==> config.mk <==
export PLATFORM = sky130hd
export DESIGN_NAME = dmhr_ctrl
export DESIGN_NICKNAME = d
export VERILOG_FILES = /design/src/hw/rtl/dmhr_pkg.sv /design/src/hw/rtl/dmhr_ctrl.sv
export SDC_FILE = /design/constraint.sdc
export NUM_CORES = 1
export LEC_CHECK = 0
export BUFFER_PORTS_ARGS = -buffer_cell sky130_fd_sc_hd__buf_2
export CORE_AREA = 2 2 39 41
export DETAILED_ROUTE_END_ITERATION = 8
export DIE_AREA = 0 0 41 43
export GPL_ROUTABILITY_DRIVEN = 0
export GPL_TIMING_DRIVEN = 0
export PLACE_DENSITY = 0.34
export SETUP_SLACK_MARGIN = 0.2
export SLEW_MARGIN = 20
export SYNTH_ARGS = -nofsm -noshare
export SYNTH_HDL_FRONTEND = slang
export SYNTH_SLANG_ARGS = --single-unit
==> constraint.sdc <==
create_clock -name clk_i -period 1.95 [get_ports clk_i]
set_input_delay 0.0975 -clock clk_i [delete_from_list [all_inputs] [get_ports clk_i]]
set_output_delay 0.0975 -clock clk_i [all_outputs]
set_load 0.005 [all_outputs]
==> src/hw/rtl/dmhr_pkg.sv <==
package dmhr_pkg;

  // default depth of the word store
  localparam int unsigned CAPACITY_DEF = 1024;

  localparam int unsigned WORD_W = 32;
  localparam int unsigned OP_W   = 3;
  localparam int unsigned STAT_W = 2;

  // count width for the default depth
  localparam int unsigned CNT_W_DEF = $clog2(CAPACITY_DEF + 1);

  typedef enum logic [OP_W-1:0] {
    OP_PUSH_FRONT = 3'd0,
    OP_PUSH_BACK  = 3'd1,
    OP_POP_FRONT  = 3'd2,
    OP_POP_BACK   = 3'd3,
    OP_SWAP       = 3'd4,
    OP_QUERY      = 3'd5
  } op_e;

  typedef enum logic [STAT_W-1:0] {
    ST_OK    = 2'd0,
    ST_EMPTY = 2'd1,
    ST_FULL  = 2'd2
  } status_e;

  typedef enum logic [2:0] {
    S_IDLE = 3'd0,
    S_EXEC = 3'd1,
    S_MID  = 3'd2,
    S_CAPT = 3'd3,
    S_RESP = 3'd4
  } state_e;

  // controller to datapath commands
  typedef struct packed {
    logic latch;  // capture the accepted operation
    logic exec;   // apply the operation, issue pop read
    logic mid;    // take popped word, issue middle read
    logic capt;   // capture middle word into the result
  } cmd_t;

endpackage

==> src/hw/rtl/dmhr_ctrl.sv <==
module dmhr_ctrl import dmhr_pkg::*; (
  input  logic clk_i,
  input  logic rst_ni,
  input  logic in_valid_i,
  output logic in_ready_o,
  output logic out_valid_o,
  input  logic out_ready_i,
  output cmd_t cmd_o
);

  state_e state_q, state_d;

  // state register
  always_ff @(posedge clk_i or negedge rst_ni) begin
    if (!rst_ni) begin
      state_q <= S_IDLE;
    end else begin
      state_q <= state_d;
    end
  end

  // next state
  always_comb begin
    state_d = state_q;
    case (state_q)
      S_IDLE: begin
        if (in_valid_i) state_d = S_EXEC;
      end
      S_EXEC: state_d = S_MID;
      S_MID:  state_d = S_CAPT;
      S_CAPT: state_d = S_RESP;
      S_RESP: begin
        if (out_ready_i) state_d = S_IDLE;
      end
      default: state_d = S_IDLE;
    endcase
  end

  // outputs
  always_comb begin
    in_ready_o  = 1'b0;
    out_valid_o = 1'b0;
    cmd_o       = '0;
    case (state_q)
      S_IDLE: begin
        in_ready_o  = 1'b1;
        cmd_o.latch = in_valid_i;
      end
      S_EXEC: cmd_o.exec = 1'b1;
      S_MID:  cmd_o.mid  = 1'b1;
      S_CAPT: cmd_o.capt = 1'b1;
      S_RESP: out_valid_o = 1'b1;
      default: ;
    endcase
  end

`ifndef SYNTHESIS
  a_one_cmd: assert property (@(posedge clk_i) disable iff (!rst_ni)
    $onehot0({cmd_o.latch, cmd_o.exec, cmd_o.mid, cmd_o.capt}))
    else $error("more than one datapath command");
  a_no_overlap: assert property (@(posedge clk_i) disable iff (!rst_ni)
    !(in_ready_o && out_valid_o))
    else $error("new operation taken while a result is pending");
  a_accept_exec: assert property (@(posedge clk_i) disable iff (!rst_ni)
    (in_valid_i && in_ready_o) |=> cmd_o.exec)
    else $error("accepted operation not executed");
`endif

endmodule

# [Yosys cells after proc, flatten, opt, wreduce, memory -nomap -nowiden]
# Index checks and enable logic that the tools add are counted.
[op_classes] eq_ne=6 n_mux=9 n_reduce_logical=2
[op_table] op="3-bit case mux with 5 select lines" n=1
[op_table] op="3-bit by 2-bit equality test with 1-bit output, second input constant" n=2
[op_table] op="1-bit 2-to-1 mux" n=6
[op_table] op="3-bit 2-to-1 mux" n=2
[op_table] op="2-bit != test, second input constant" n=2
[op_table] op="3-bit by 1-bit equality test with 1-bit output, second input constant" n=1
[op_table] op="3-bit equality test, second input constant" n=1
[op_table] op="3-bit zero test" n=1
[op_table] op="2-bit AND reduction" n=1
[word_totals] regBits=3 input_bits=4

# [Depth between registers and ports, before layout]
[depth] word_depth=3 depth_mapped=2 ltp_nobuf=2

# [Least setup slack after synthesis]
# Ideal clock, no wire load.
[synth_path] path_kind="reg2reg" from="register state_q[0]" to="register state_q[2]" setup_time_ns=0.118 arrival_ns=0.789 t_required_ns=1.832 setup_slack_ns=1.043 path_stages_with_launch=3 path_cell_list="dfrtp_1 -> and3b_1 -> a21o_1"
[synth_between] elab_chain_cells=3 elab_cells_between_ends=9
[synth_lines] item="from (decl)" line_no="dmhr_ctrl.sv:11" rtl="state_e state_q, state_d;"
[synth_lines] item="from (signal assigned)" line_no="dmhr_ctrl.sv:18" rtl="state_q <= state_d;"
[synth_lines] item="3-bit equality test or 3-bit zero test (tied branches)" line_no="dmhr_ctrl.sv:25" rtl="case (state_q)"
[synth_lines] item="2-bit != test (no source line)"
[synth_lines] item="2-bit AND reduction (no source line)"
# Parallel ways exist; a longest one is shown, timed or not.
# A chain may end at the register's enable or synchronous reset.

==> impl_metrics.json <==
{
  "power_mw": 0.437,
  "worstHoldStart": "in_valid_i",
  "finalHoldViolCount": 0,
  "num_rows": 14,
  "grt_pass1_wl_um": 538,
  "areaGrowthSynthToFinish_pct": 63.3,
  "peakVddDrop_v": 0.000572,
  "cp-start-kind": "flip-flop",
  "synth_cells": 15,
  "tightest_slew_ns": 0.240,
  "finish.instance_area_um2": 262,
  "io_buffers": 9,
  "postRouteWirelength_um": 384,
  "holdPathStages": 3,
  "drive_gt1_frac": 0.483,
  "first_iter_violations": 1,
  "cts_buffer_depth": 2,
  "clkTransAtPathRegs_ns": 0.04,
  "r2r_cells": 2,
  "first_pass_iters": 2,
  "cts.sinks": 3,
  "antenna_found_initial": 0,
  "postSynthRegisterBits": 3,
  "routed_via_density": 3.42,
  "relSlewSlack": 0.840,
  "required_ns": 1.85,
  "grt_pass1_vias": 128,
  "fillers": 158,
  "r2r_start": "state_q[0]$_DFFE_PN0P_",
  "overflow": 0,
  "crit_fanout": 7,
  "clock_latency_ns": 0.23,
  "core_area_um2": 1380,
  "hold_class": "in2reg",
  "start_util": 0.116,
  "cts_hold_buf": 1,
  "die-width_um": 41,
  "critPathMaxStageDelay_ns": 0.44,
  "cp_slowest_cell": "dfrtp_1",
  "ys_types": 11,
  "via_count": 154,
  "regMostFlops": "state_q",
  "setup_tns_ns": 0,
  "synth_area_um2": 160,
  "clockRootBuffer": "clkbuf_4",
  "synth_nets": 19,
  "post_cts_buffers": 0,
  "largest_reg_flops": 3,
  "rsz0062_at_grt": "no",
  "die_h_um": 43,
  "setup_violations": 0,
  "crit_chain": "nor3_2, and2_1, buf_2",
  "cp-end-kind": "output pin",
  "wl_per_cell_um": 8.53,
  "post-route-period-util": 0.617,
  "cp.arrival_ns": 1.11,
  "largestRegisters": "state_q x3",
  "dp_slack_ns": 0.984,
  "crit_start": "state_q[2]$_DFFE_PN0P_",
  "drc": 0,
  "grt.total_usage": 0.0534,
  "cap_violations": 0,
  "finalNetCount": 34,
  "avgSynthCellArea_um2": 10.7,
  "period_needed_ns": 1.20,
  "cts_made_buffers": 3,
  "tritoncts": "yes",
  "cts_resized": 0,
  "leakagePower_nw": 0.140,
  "slew_violations": 0,
  "dieArea_um2": 1760,
  "ant_nets": 0,
  "fmax_mhz": 831,
  "grt_max_degree": 8,
  "worst_slack_ns": 0.747,
  "outcome": "complete, no violations",
  "seq_area_frac_synth": 0.469,
  "p_per_area_nw_per_um2": 1670,
  "ys_warn_count": 0,
  "insertedDiodeCount": 0,
  "skew_ns": 0.000827,
  "placed_area_um2": 225,
  "ios": 10,
  "critPathKind": "reg2out",
  "cts-htree-levels": 1
}
## per-stage QoR
step | hold WS [ns] | instances | utilization
2_1_floorplan | -0.198 | 15 | -
3_3_place_gp | -0.108 | 40 | 0.163
3_5_place_dp | -0.105 | 40 | 0.163
4_1_cts | 0.144 | 45 | 0.189
5_1_grt | 0.151 | 45 | 0.189
6_report | 0.152 | 45 | 0.189
## worst paths after layout
path | endpoint | slack (ns)
setup / recovery | cmd_o[3] | 0.75
hold / removal | state_q[0]$_DFFE_PN0P_ | 0.15
setup reg to reg | state_q[2]$_DFFE_PN0P_ | 1.01
hold reg to reg | state_q[1]$_DFFE_PN0P_ | 0.56
max in group asynchronous | state_q[2]$_DFFE_PN0P_ | 1.66
min in group asynchronous | state_q[0]$_DFFE_PN0P_ | 0.19
## cell type report
cell class	instances	area (um^2)	area share
multi-input cells	11	81.3	0.311
flip-flops and latches	3	75.1	0.287
repair buffers	10	55.1	0.211
clock buffers	4	26.3	0.100
well taps	16	20.0	0.0766
inverters	1	3.75	0.0144
## cell families after synthesis
| group | Yosys count | share of synthesized area |
|---|---|---|
| compound gates | 1 | 0.0469 |
| xor+xnor | 1 | 0.0547 |
| buf+inv | 1 | 0.0234 |
| flops | 3 | 0.469 |
| simple gates | 9 | 0.406 |
## power by group
part           total [mW]  switching (mW)  leakage (nW)  internal (mW)
logic               0.173          0.0682        0.0870          0.105
registers           0.156          0.0609        0.0378         0.0948
clock network       0.109          0.0319        0.0150         0.0767
total               0.437           0.161         0.140          0.276
## routing by layer
metal / wire (um) / GRT usage
met1: 182 / 0.0649
met4: 14 / 0.0800
met2: 119 / 0.0438
met5: 0 / 0
met3: 67 / 0.0366
## critical path: cells and delay by family, from the launching register on
kind,cells,cell delay [ns]
DFF,1,0.44
and+or+nand+nor,2,0.33
buffers and inverters,1,0.10
## placed cells by master (no fill, tap or decap), types with 2 or more instances in the layout
cell type	count
nor3b_1	2
nor2_1	2
dfrtp_1	3
buf_2	9
clkbuf_4	3
## cell usage after synthesis
master	instances	area, um^2
nor3b_2	1	12.5
nor3_2	1	10.0
and2_1	1	6.26
a21o_1	1	7.51
dfrtp_1	3	75.1
nor3_1	1	5.00
nor3b_1	2	15.0
and3b_1	1	8.76
inv_1	1	3.75
xnor2_1	1	8.76
nor2_1	2	7.51
Power figures use the tool's default switching activity.
